**src/rtl/dll_pkg.sv**
```systemverilog
// Shared types and codes for the linked list manager.
// No dependencies.
`default_nettype none
package dll_pkg;
    typedef enum logic [2:0] {
        REQ_PUSH_FRONT = 3'd0,
        REQ_PUSH_BACK = 3'd1,
        REQ_POP_FRONT = 3'd2,
        REQ_POP_BACK = 3'd3,
        REQ_INS_AFTER = 3'd4,
        REQ_INS_BEFORE = 3'd5,
        REQ_REMOVE = 3'd6,
        REQ_NONE = 3'd7
    } req_t;

    typedef enum logic [1:0] {
        ST_DONE = 2'd0,
        ST_EMPTY = 2'd1,
        ST_NOT_FOUND = 2'd2,
        ST_FULL = 2'd3
    } status_t;

    // Datapath operations issued by the controller.
    typedef enum logic [3:0] {
        OP_IDLE,
        OP_LOAD,
        OP_START_WALK,
        OP_RD_CUR,
        OP_CHECK,
        OP_TAKE,
        OP_LINK_NEW,
        OP_LINK_P,
        OP_LINK_Q,
        OP_RD_AT,
        OP_UNLINK_P,
        OP_UNLINK_Q,
        OP_GIVE
    } op_t;

    typedef struct packed {
        op_t op;
    } cmd_t;

    typedef struct packed {
        logic head_null;
        logic at_null;
        logic match;
        logic walk_done;
        logic pool_empty;
    } stat_t;
endpackage
`default_nettype wire

```
**src/rtl/dll_datapath.sv**
```systemverilog
// Datapath of the linked list manager: node memories, free pool and links.
// Depends on dll_pkg.
`default_nettype none
module dll_datapath #(
    parameter int CAPACITY = 64,
    parameter int VALUE_WIDTH = 32,
    parameter int IW = $clog2(CAPACITY + 1)
) (
    input wire logic clk,
    input wire logic rst_n,
    input wire dll_pkg::cmd_t cmd,
    input wire logic [2:0] req_type,
    input wire logic [31:0] data_value,
    input wire logic [31:0] search_key,
    output dll_pkg::stat_t stat,
    output logic [31:0] popped_value,
    output logic list_empty
);
    import dll_pkg::*;
    localparam int AW = $clog2(CAPACITY);
    localparam logic [IW-1:0] NIL = IW'(CAPACITY);

    logic [VALUE_WIDTH-1:0] val_mem [CAPACITY];
    logic [IW-1:0] next_mem [CAPACITY];
    logic [IW-1:0] prev_mem [CAPACITY];
    logic [AW-1:0] free_mem [CAPACITY];

    logic [IW-1:0] head_reg, tail_reg, free_cnt_reg, fill_reg;
    logic [IW-1:0] cur_reg, at_reg, n_reg, p_reg, q_reg, steps_reg;
    logic [VALUE_WIDTH-1:0] val_reg, key_reg, rd_val_reg;
    logic [IW-1:0] rd_next_reg, rd_prev_reg;
    logic [AW-1:0] free_rd_reg;
    logic [2:0] req_reg;
    logic [31:0] popped_reg;

    function automatic logic [VALUE_WIDTH-1:0] vfit(input logic [31:0] x);
        logic [63:0] s;
        s = {{32{x[31]}}, x};
        return s[VALUE_WIDTH-1:0];
    endfunction

    function automatic logic [31:0] vout(input logic [VALUE_WIDTH-1:0] x);
        logic [63:0] s;
        s = 64'(x);
        return s[31:0];
    endfunction

    // The free stack is filled lazily: entries below the lowest count ever reached
    // still hold their reset slot; entries at or above it have been written.
    logic [IW-1:0] top_idx;
    logic top_from_mem;
    assign top_idx = free_cnt_reg - IW'(1);
    assign top_from_mem = top_idx >= fill_reg;

    logic is_search;
    assign is_search = (req_reg == REQ_INS_AFTER) || (req_reg == REQ_INS_BEFORE)
        || (req_reg == REQ_REMOVE);
    logic [VALUE_WIDTH-1:0] target;
    assign target = (req_reg == REQ_REMOVE) ? val_reg : key_reg;

    assign stat.head_null = head_reg == NIL;
    assign stat.at_null = (((req_reg == REQ_POP_FRONT) ? head_reg : tail_reg) == NIL);
    assign stat.match = rd_val_reg == target;
    assign stat.walk_done = (rd_next_reg >= NIL) || (steps_reg >= NIL - IW'(1));
    assign stat.pool_empty = free_cnt_reg == '0;
    assign popped_value = popped_reg;
    assign list_empty = head_reg == NIL;

    always_ff @(posedge clk)
    begin
        case (cmd.op)
            OP_RD_CUR, OP_RD_AT:
            begin
                rd_val_reg <= val_mem[cur_reg[AW-1:0]];
                rd_next_reg <= next_mem[cur_reg[AW-1:0]];
                rd_prev_reg <= prev_mem[cur_reg[AW-1:0]];
            end
            OP_LINK_NEW:
            begin
                val_mem[n_reg[AW-1:0]] <= val_reg;
                prev_mem[n_reg[AW-1:0]] <= p_reg;
                next_mem[n_reg[AW-1:0]] <= q_reg;
            end
            OP_LINK_P, OP_UNLINK_P:
                if (p_reg != NIL)
                    next_mem[p_reg[AW-1:0]] <= (cmd.op == OP_LINK_P) ? n_reg : q_reg;
            OP_LINK_Q, OP_UNLINK_Q:
                if (q_reg != NIL)
                    prev_mem[q_reg[AW-1:0]] <= (cmd.op == OP_LINK_Q) ? n_reg : p_reg;
            OP_GIVE:
                free_mem[free_cnt_reg[AW-1:0]] <= at_reg[AW-1:0];
            default:
                free_rd_reg <= free_mem[top_idx[AW-1:0]];
        endcase
    end

    always_ff @(posedge clk or negedge rst_n)
    begin
        if (!rst_n)
        begin
            head_reg <= NIL;
            tail_reg <= NIL;
            free_cnt_reg <= NIL;
            fill_reg <= NIL;
            popped_reg <= '0;
        end
        else
        begin
            case (cmd.op)
                OP_LOAD:
                begin
                    req_reg <= req_type;
                    val_reg <= vfit(data_value);
                    key_reg <= vfit(search_key);
                    popped_reg <= '0;
                end
                OP_START_WALK:
                begin
                    cur_reg <= (req_reg == REQ_POP_BACK) ? tail_reg : head_reg;
                    steps_reg <= '0;
                end
                OP_CHECK:
                begin
                    if (is_search)
                    begin
                        at_reg <= cur_reg;
                        cur_reg <= rd_next_reg;
                        steps_reg <= steps_reg + IW'(1);
                    end
                    else
                    begin
                        at_reg <= cur_reg;
                        popped_reg <= vout(rd_val_reg);
                    end
                    if (req_reg == REQ_INS_AFTER)
                    begin
                        p_reg <= cur_reg;
                        q_reg <= rd_next_reg;
                    end
                    else
                    begin
                        p_reg <= rd_prev_reg;
                        q_reg <= (req_reg == REQ_INS_BEFORE) ? cur_reg : rd_next_reg;
                    end
                end
                OP_TAKE:
                begin
                    n_reg <= top_from_mem ? IW'(free_rd_reg)
                                          : IW'(CAPACITY) - IW'(1) - top_idx;
                    free_cnt_reg <= top_idx;
                    if (top_idx < fill_reg)
                        fill_reg <= top_idx;
                    if (req_reg == REQ_PUSH_FRONT)
                    begin
                        p_reg <= NIL;
                        q_reg <= head_reg;
                    end
                    else if (req_reg == REQ_PUSH_BACK)
                    begin
                        p_reg <= tail_reg;
                        q_reg <= NIL;
                    end
                end
                OP_LINK_P:
                    if (p_reg == NIL)
                        head_reg <= n_reg;
                OP_LINK_Q:
                    if (q_reg == NIL)
                        tail_reg <= n_reg;
                OP_UNLINK_P:
                    if (p_reg == NIL)
                        head_reg <= q_reg;
                OP_UNLINK_Q:
                    if (q_reg == NIL)
                        tail_reg <= p_reg;
                OP_GIVE:
                    free_cnt_reg <= free_cnt_reg + IW'(1);
                default:
                    ;
            endcase
        end
    end
endmodule
`default_nettype wire

```
**src/rtl/dll_ctrl.sv**
```systemverilog
// Controller state machine of the linked list manager.
// Depends on dll_pkg.
`default_nettype none
module dll_ctrl (
    input wire logic clk,
    input wire logic rst_n,
    input wire logic in_valid,
    output logic in_ready,
    input wire logic [2:0] req_type,
    output logic out_valid,
    input wire logic out_ready,
    output logic [1:0] status,
    output dll_pkg::cmd_t cmd,
    input wire dll_pkg::stat_t stat
);
    import dll_pkg::*;

    typedef enum logic [3:0] {
        S_IDLE, S_DISPATCH, S_WALK, S_READ, S_CHECK, S_TAKE, S_LINK_NEW,
        S_LINK_P, S_LINK_Q, S_UNLINK_P, S_UNLINK_Q, S_GIVE, S_OUT
    } state_t;

    state_t state_reg, state_next;
    logic [1:0] status_reg, status_next;
    logic [2:0] req_reg;
    logic is_pop, is_push;

    assign is_pop = (req_reg == REQ_POP_FRONT) || (req_reg == REQ_POP_BACK);
    assign is_push = (req_reg == REQ_PUSH_FRONT) || (req_reg == REQ_PUSH_BACK);
    assign in_ready = state_reg == S_IDLE;
    assign out_valid = state_reg == S_OUT;
    assign status = status_reg;

    always_comb
    begin
        state_next = state_reg;
        status_next = status_reg;
        cmd.op = OP_IDLE;
        unique case (state_reg)
            S_IDLE:
                if (in_valid)
                begin
                    cmd.op = OP_LOAD;
                    status_next = ST_DONE;
                    state_next = S_DISPATCH;
                end
            S_DISPATCH:
                if (is_push)
                begin
                    if (stat.pool_empty)
                    begin
                        status_next = ST_FULL;
                        state_next = S_OUT;
                    end
                    else
                        state_next = S_TAKE;
                end
                else if (is_pop)
                begin
                    if (stat.at_null)
                    begin
                        status_next = ST_EMPTY;
                        state_next = S_OUT;
                    end
                    else
                    begin
                        cmd.op = OP_START_WALK;
                        state_next = S_WALK;
                    end
                end
                else if (req_reg == REQ_NONE)
                    state_next = S_OUT;
                else if (stat.head_null)
                begin
                    status_next = ST_EMPTY;
                    state_next = S_OUT;
                end
                else
                begin
                    cmd.op = OP_START_WALK;
                    state_next = S_WALK;
                end
            S_WALK:
            begin
                cmd.op = OP_RD_CUR;
                state_next = S_CHECK;
            end
            S_READ:
            begin
                cmd.op = OP_RD_CUR;
                state_next = S_CHECK;
            end
            S_CHECK:
            begin
                cmd.op = OP_CHECK;
                if (is_pop)
                    state_next = S_UNLINK_P;
                else if (stat.match)
                begin
                    if (req_reg == REQ_REMOVE)
                        state_next = S_UNLINK_P;
                    else if (stat.pool_empty)
                    begin
                        status_next = ST_FULL;
                        state_next = S_OUT;
                    end
                    else
                        state_next = S_TAKE;
                end
                else if (stat.walk_done)
                begin
                    status_next = ST_NOT_FOUND;
                    state_next = S_OUT;
                end
                else
                    state_next = S_READ;
            end
            S_TAKE:
            begin
                cmd.op = OP_TAKE;
                state_next = S_LINK_NEW;
            end
            S_LINK_NEW:
            begin
                cmd.op = OP_LINK_NEW;
                state_next = S_LINK_P;
            end
            S_LINK_P:
            begin
                cmd.op = OP_LINK_P;
                state_next = S_LINK_Q;
            end
            S_LINK_Q:
            begin
                cmd.op = OP_LINK_Q;
                state_next = S_OUT;
            end
            S_UNLINK_P:
            begin
                cmd.op = OP_UNLINK_P;
                state_next = S_UNLINK_Q;
            end
            S_UNLINK_Q:
            begin
                cmd.op = OP_UNLINK_Q;
                state_next = S_GIVE;
            end
            S_GIVE:
            begin
                cmd.op = OP_GIVE;
                state_next = S_OUT;
            end
            S_OUT:
                if (out_ready)
                    state_next = S_IDLE;
            default:
                state_next = S_IDLE;
        endcase
    end

    always_ff @(posedge clk or negedge rst_n)
    begin
        if (!rst_n)
        begin
            state_reg <= S_IDLE;
            status_reg <= ST_DONE;
            req_reg <= REQ_NONE;
        end
        else
        begin
            state_reg <= state_next;
            status_reg <= status_next;
            if (state_reg == S_IDLE && in_valid)
                req_reg <= req_type;
        end
    end
endmodule
`default_nettype wire

```
**src/rtl/doubly_linked_list_manager_unit.sv**
```systemverilog
// Linked list manager: one request word in, one result word out.
// The input channel (in_valid/in_ready) carries req_type, data_value and search_key.
// The output channel (out_valid/out_ready) carries status, popped_value, list_empty.
// One request is handled at a time. A push takes a free slot, writes the new
// node and links its neighbours; a pop reads its end node, unlinks it and gives
// its slot back; a request that fails at once goes from dispatch to the result.
// Searching requests walk from the head, visiting at most CAPACITY nodes, each
// with one read through the single node memory read port and one compare.
// Once the result is taken, the unit returns to idle and then takes a new request.
// A result is held on the output until out_ready; no new request is taken
// while it waits.
// Reset empties the list and fills the free pool at once; no clearing pass.
// Depends on dll_pkg, dll_ctrl and dll_datapath.
`default_nettype none
module doubly_linked_list_manager_unit #(
    parameter int CAPACITY = 64,
    parameter int VALUE_WIDTH = 32
) (
    input wire logic clk,
    input wire logic rst_n,
    input wire logic in_valid,
    output logic in_ready,
    input wire logic [2:0] req_type,
    input wire logic [31:0] data_value,
    input wire logic [31:0] search_key,
    output logic out_valid,
    input wire logic out_ready,
    output logic [1:0] status,
    output logic [31:0] popped_value,
    output logic list_empty
);
    import dll_pkg::*;

    cmd_t cmd;
    stat_t stat;

    dll_ctrl u_ctrl (
        .clk(clk), .rst_n(rst_n), .in_valid(in_valid), .in_ready(in_ready),
        .req_type(req_type), .out_valid(out_valid), .out_ready(out_ready),
        .status(status), .cmd(cmd), .stat(stat)
    );

    dll_datapath #(.CAPACITY(CAPACITY), .VALUE_WIDTH(VALUE_WIDTH)) u_dp (
        .clk(clk), .rst_n(rst_n), .cmd(cmd), .req_type(req_type),
        .data_value(data_value), .search_key(search_key), .stat(stat),
        .popped_value(popped_value), .list_empty(list_empty)
    );

    a_no_both: assert property (@(posedge clk) disable iff (!rst_n)
        !(in_ready && out_valid)) else $error("ready while result pending");
    a_pop_zero: assert property (@(posedge clk) disable iff (!rst_n)
        (out_valid && status != ST_DONE) |-> popped_value == '0)
        else $error("popped value on failure");
    a_out_leave: assert property (@(posedge clk) disable iff (!rst_n)
        (out_valid && out_ready) |=> in_ready) else $error("no return to idle");
endmodule
`default_nettype wire

```
**config.mk**
```make
export PLATFORM = sky130hd
export DESIGN_NAME = doubly_linked_list_manager_unit
export DESIGN_NICKNAME = d
export VERILOG_FILES = /design/src/rtl/dll_pkg.sv /design/src/rtl/dll_datapath.sv /design/src/rtl/dll_ctrl.sv /design/src/rtl/doubly_linked_list_manager_unit.sv
export SDC_FILE = /design/constraint.sdc
export NUM_CORES = 2
export LEC_CHECK = 0
export ABC_AREA = 0
export BUFFER_PORTS_ARGS = -buffer_cell sky130_fd_sc_hd__buf_2
export CORE_MARGIN = 3
export CORE_UTILIZATION = 45
export CTS_BUF_LIST = sky130_fd_sc_hd__clkbuf_4
export DETAILED_ROUTE_END_ITERATION = 12
export SYNTH_ARGS = -nofsm -noshare
export SYNTH_HDL_FRONTEND = slang
export SYNTH_SLANG_ARGS = --single-unit
```
**constraint.sdc**
```tcl
create_clock -name clk -period 14.63 [get_ports clk]
set_input_delay 1.463 -clock clk [delete_from_list [all_inputs] [get_ports clk]]
set_output_delay 1.463 -clock clk [all_outputs]
set_load 0.01 [all_outputs]
```
Word level (Yosys, flattened, before mapping). Memories as Yosys holds them, arrays and structs flattened. A register that Yosys moved wholly into a read port is not among the register bits. Index checks and enable logic that the tools add are counted.

Eq/ne operators: 57. Shift operators: 0. $mul: 0. Bitwise gates (word level): 0. Order comparisons: 4. Multiplexer cells: 76. Add/subtract/negate cells: 4. Reductions and logical operators: 37. Div/mod/pow operators: 0.

Operators by type and width (count): $mux W7 (19); $pmux W7 S2 (7); $pmux W4 S11 (2); $mux W32 (2); $pmux W32 S2 (1); $mux W4 (15); $eq A4 B4 Y1 const B (10); $eq A32 B32 Y1 (1); $eq A4 B3 Y1 const B (8); $eq A7 B7 Y1 const B (4); $mux W2 (13); $mux W6 (3); $eq A4 B2 Y1 const B (4); $eq A3 B3 Y1 const B (5); $add A7 B1 Y7 const B (2); $ne A7 B7 Y1 const B (2); $reduce_or A7 Y1 (2); $mux W1 (13); $eq A3 B2 Y1 const B (4); $reduce_and A2 Y1 (6); $reduce_and A3 Y1 (4); $reduce_bool A2 Y1 (6); $ne A2 B2 Y1 const B (5); $reduce_or A2 Y1 (5); 23 further kinds (35).

Register bits after elaboration: 177. Output and inout bits: 37. Memories kept: 4. Bits of input ports: 71. Bits in read-only memories: 0. Bits in writable memories: 3328. Logic and storage cells: 200. Bits in latches: 0.

Memory list: u_dp.val_mem (depth 64, bits a word 32, read ports 1, clocked after Yosys merged registers in 1, wr ports 1, RTL line dll_datapath.sv:23) `logic [VALUE_WIDTH-1:0] val_mem [CAPACITY];`; u_dp.next_mem (depth 64, bits a word 7, read ports 1, clocked after Yosys merged registers in 1, wr ports 1, RTL line dll_datapath.sv:24) `logic [IW-1:0] next_mem [CAPACITY];`; u_dp.prev_mem (depth 64, bits a word 7, read ports 1, clocked after Yosys merged registers in 1, wr ports 1, RTL line dll_datapath.sv:25) `logic [IW-1:0] prev_mem [CAPACITY];`; u_dp.free_mem (depth 64, bits a word 6, read ports 1, clocked after Yosys merged registers in 1, wr ports 1, RTL line dll_datapath.sv:26) `logic [AW-1:0] free_mem [CAPACITY];`.

Depth between registers and ports, before layout.
Depth in word-level cells: 13. Gate-level depth with buffers: 18.

Hierarchy. A second synthesis with hierarchy kept.

Cells, all modules: 6651. Area total of the unflattened synthesis: 137738.4 µm².

By module, submodules not included: dll_datapath (cells each 6553, area each 136960.1 µm², times used 1, sequential area each 106246.9 µm²); dll_ctrl (cells each 98, area each 778.2 µm², times used 1, sequential area each 229.0 µm²).

Worst setup path after synthesis. OpenSTA, ideal clock, no wires.

Kind: in2reg. Start: input port in_valid. End: register u_dp.key_reg[0], enable pin. Slack: 9453 ps. Arrival time: 4684 ps. Stages: 3. Path buffers: 1. Data required time: 14137 ps. Library setup time: 493 ps. Cell sequence: nand2_1 clkbuf_1 nor2_1.

Longest elaborated chain between the ends: 4.

Ends and longest elaborated chain: start: declaration (RTL line doubly_linked_list_manager_unit.sv:21) `input wire logic in_valid,`; $mux W1 (RTL line dll_ctrl.sv:41) `if (in_valid)`; $pmux W4 S11 (RTL line dll_ctrl.sv:39) `unique case (state_reg)`; $eq A4 B1 Y1 (RTL line dll_datapath.sv:109) `case (cmd.op)`; $reduce_and A2 Y1 (no line); end signal: assignment (RTL line dll_datapath.sv:114) `key_reg <= vfit(search_key);`; end: declaration (RTL line dll_datapath.sv:30) `logic [VALUE_WIDTH-1:0] val_reg, key_reg, rd_val_reg;`.

Every way passes these cells. A chain may end at the register's enable or synchronous reset.

==> results.toml <==
[cts]
cts.sink_count = 3557
post_cts_buffers = 0
clockBufferDepth = 4
cts_hold_buf = 62
numCtsBuffers = 861
clock_latency_ns = 1.65
path_clk_slew_ns = 0.07
cts_root_buf = "clkbuf_4"
ctsResizeCount = 0
htreeDepth = 6
tritoncts = "built"

[route]
post_drt_wl_per_cell_microns = 30.32
drt_iter0_markers = 8660
drtAntennaViolNets = 0
viasPerCell = 5.918
routed-via-count = 68910
routed_wl_microns = 353100
drc_errors = 0
dr.pass1.iters = 6

[cells_and_area]
final_layout_size_suffix_gt1_frac = 0.3756
nets = 6982
post-route-cell-area_sq_um = 155700
fin_util = 0.5126
largest_reg_flops = 2048
area_delta_synth_final_pct = 12.94

[worst_setup_path]
critPathBufInv = 3
rr_startpoint = "u_dp.cur_reg[1]$_DFFE_PP_"
cpMostUsedCell = "buf_4"
cp-end-kind = "register"
startpoint = "u_dp.cur_reg[1]$_DFFE_PP_"
reg2reg_depth = 7
crit_chain = "buf_4, buf_4, buf_4, mux4_2, mux4_2, mux2i_1, o21ai_0"
critPathMaxFanout = 70
crit_slowest_cell = "buf_4"
crit_family = "buffers and inverters"
critical_path_class = "register to register"
cp_slowest_stage_delay_ns = 1.00
critical_path_cell_count = 7
crit_required_ns = 15.82
worstPathArrival_ns = 6.52
critPathLaunchType = "register"

[power]
power_density_nw_per_um2 = 154.5
power_mw = 24.07
p_leak_nw = 49.10
peakVddDrop_uv = 175.7

[timing]
finalHoldViolCount = 0
max_freq_ghz = 0.1878
rsz0062_at_grt = "no"
clock_skew_ns = 0.1877
fin_crit_ns = 5.326
setup_ws_ns = 9.304
maxSlewViolCount = 0
worstMarginPinSlew_ns = 1.268
final.setup.tns_ns = 0
setup_violations = 0
finalCritPeriodShare = 0.3641
slew_headroom = 0.1511

[worst_hold_path]
hp-class = "input pin to register"
min_path_cells = 1
worst_hold_startpoint = "search_key[2]"

[synth]
synth_compound_area_frac = 0.009201
synth_ff_type = "edfxtp_1"
yosys.area.top_type = "edfxtp_1"
synthArstFlopShare = 0.01940
synth_top_family_by_area = "multiplexers"
ys_seq_area_frac = 0.7722
synth_area_leaders = "edfxtp_1 76%, mux4_2 18%, dfrtp_1 1.1%"
postSynthAreaPerCell_sq_um = 22.91
synth_edf_count = 3488
synthSimpleGateAreaFrac = 0.02101
synthMuxAreaShare = 0.1836
synthAdderAreaFrac = 0.0009074
netlist_instances = 6018
synth_warnings = 0
syn_area_sq_um = 137900
yosys_register_bits = 3557
synthesis.nets = 6099
post_synth_num_cell_types = 71
synth-xor-area-share = 0.001969
synth_top_area_share = 0.7596

[global_routing]
grt_pass1_vias = 70010
grt_overflow_total = 0
antenna_found_initial = 23
grt_usage = 0.2231
grt_start_max_net_pins = 148
grt_pass1_wl_microns = 505800

[floorplanning]
io_pins = 108
core-area_sq_um = 303800
die_h_microns = 559.5
die-width_microns = 559.5
die-area_sq_um = 313100
initial_core_util = 0.4539
placement_rows = 202

[place]
place_ws_ns = 9.361
place_area_sq_um = 144200
routabilityCongestion = 0.8143
port_buffers = 107
dp_hpwl_microns = 185200

[outcome]
status = "complete, no violations"

[job]
drv_cap = 0
per-layer routing:
layer	share of wire	global-route usage
met1	0.42	0.3310
met2	0.47	0.3430
met3	0.089	0.04607
met4	0.017	0.05278
met5	0.00020	0
final timing paths:
| path | end | slack, ns |
|---|---|---|
| max | u_dp.rd_val_reg[1]$_DFFE_PP_ | 9.30 |
| min | u_dp.key_reg[2]$_DFFE_PP_ | 0.16 |
| max reg2reg | u_dp.rd_val_reg[1]$_DFFE_PP_ | 9.30 |
| min reg2reg | u_dp.tail_reg[6]$_DFFE_PN1P_ | 0.51 |
| max in group asynchronous | u_dp.fill_reg[6]$_DFFE_PN1P_ | 13.15 |
| min in group asynchronous | u_dp.popped_value[28]$_DFFE_PN0P_ | 0.39 |
cell usage in the layout (no fill, tap or decap), types with 16 or more instances in the layout:
cell,n
a21oi_1,24
buf_2,106
buf_4,176
clkbuf_4,1237
clkinv_1,195
clkinv_2,27
dfrtp_1,61
dlygate4sd3_1,62
edfxtp_1,3488
inv_1,42
mux2_2,42
mux2i_1,61
mux4_2,1075
nand2_1,184
nand2b_1,16
nand3_1,43
nor2_1,234
nor2_4,65
nor3_1,16
o21ai_0,123
xor2_1,19
metrics by stage:
stage / cells / hold WS, ns
2_1_floorplan: 6018 / 0.4206
3_3_place_gp: 10060 / 0.4921
3_5_place_dp: 10060 / 0.4979
4_1_cts: 11630 / 0.0008601
5_1_grt: 11640 / 0.02492
6_report: 11640 / 0.1592
final cells by class:
type	count	area, sq um
clock inverter	276	1555
multi-input combinational	2088	30520
timing repair buffer	350	2592
tap	4080	5105
antenna	13	32.53
sequential	3557	106500
fill	24150	148100
clock buffer	1237	9286
inverter	43	161.4
synthesized netlist by cell type (3+ instances only):
| master | instances |
|---|---|
| xor2_1 | 20 |
| clkbuf_1 | 204 |
| dfrtp_1 | 62 |
| nor2_1 | 299 |
| ha_1 | 10 |
| a221oi_1 | 4 |
| buf_1 | 43 |
| nand4_1 | 7 |
| o21ai_0 | 124 |
| inv_1 | 42 |
| a222oi_1 | 4 |
| mux4_2 | 1075 |
| nor2b_1 | 13 |
| or4_1 | 3 |
| edfxtp_1 | 3488 |
| and3_1 | 5 |
| a31oi_1 | 9 |
| nand3_1 | 43 |
| dfstp_2 | 7 |
| nor4_1 | 7 |
| or2_2 | 8 |
| buf_6 | 4 |
| a21boi_1 | 6 |
| o22ai_1 | 6 |
| mux2_2 | 42 |
| buf_2 | 77 |
| nand3b_1 | 9 |
| nand2b_1 | 16 |
| nor3_1 | 17 |
| o31ai_1 | 3 |
| xnor2_1 | 11 |
| nor3b_1 | 6 |
| mux2i_1 | 63 |
| a21oi_1 | 27 |
| or3_1 | 14 |
| and2_1 | 6 |
| o211ai_1 | 3 |
| nand4b_1 | 4 |
| nand2_1 | 184 |
kinds of logic (layout without fill, tap and decap cells):
kind of cell	after synthesis	after routing
xor+xnor	31	31
fa+ha+maj	10	10
simple gates	653	653
flops	3557	3557
buf+inv	373	1906
compound gates	214	214
mux	1180	1180
other cells	0	13
power breakdown:
| part | leakage (nW) | switching, mW | internal (mW) |
|---|---|---|---|
| Combinational | 10.5 | 2.40 | 1.76 |
| Sequential | 32.2 | 0.238 | 11.7 |
| Clock | 6.41 | 3.91 | 4.06 |
No activity file was read; power rests on OpenSTA's default activity.
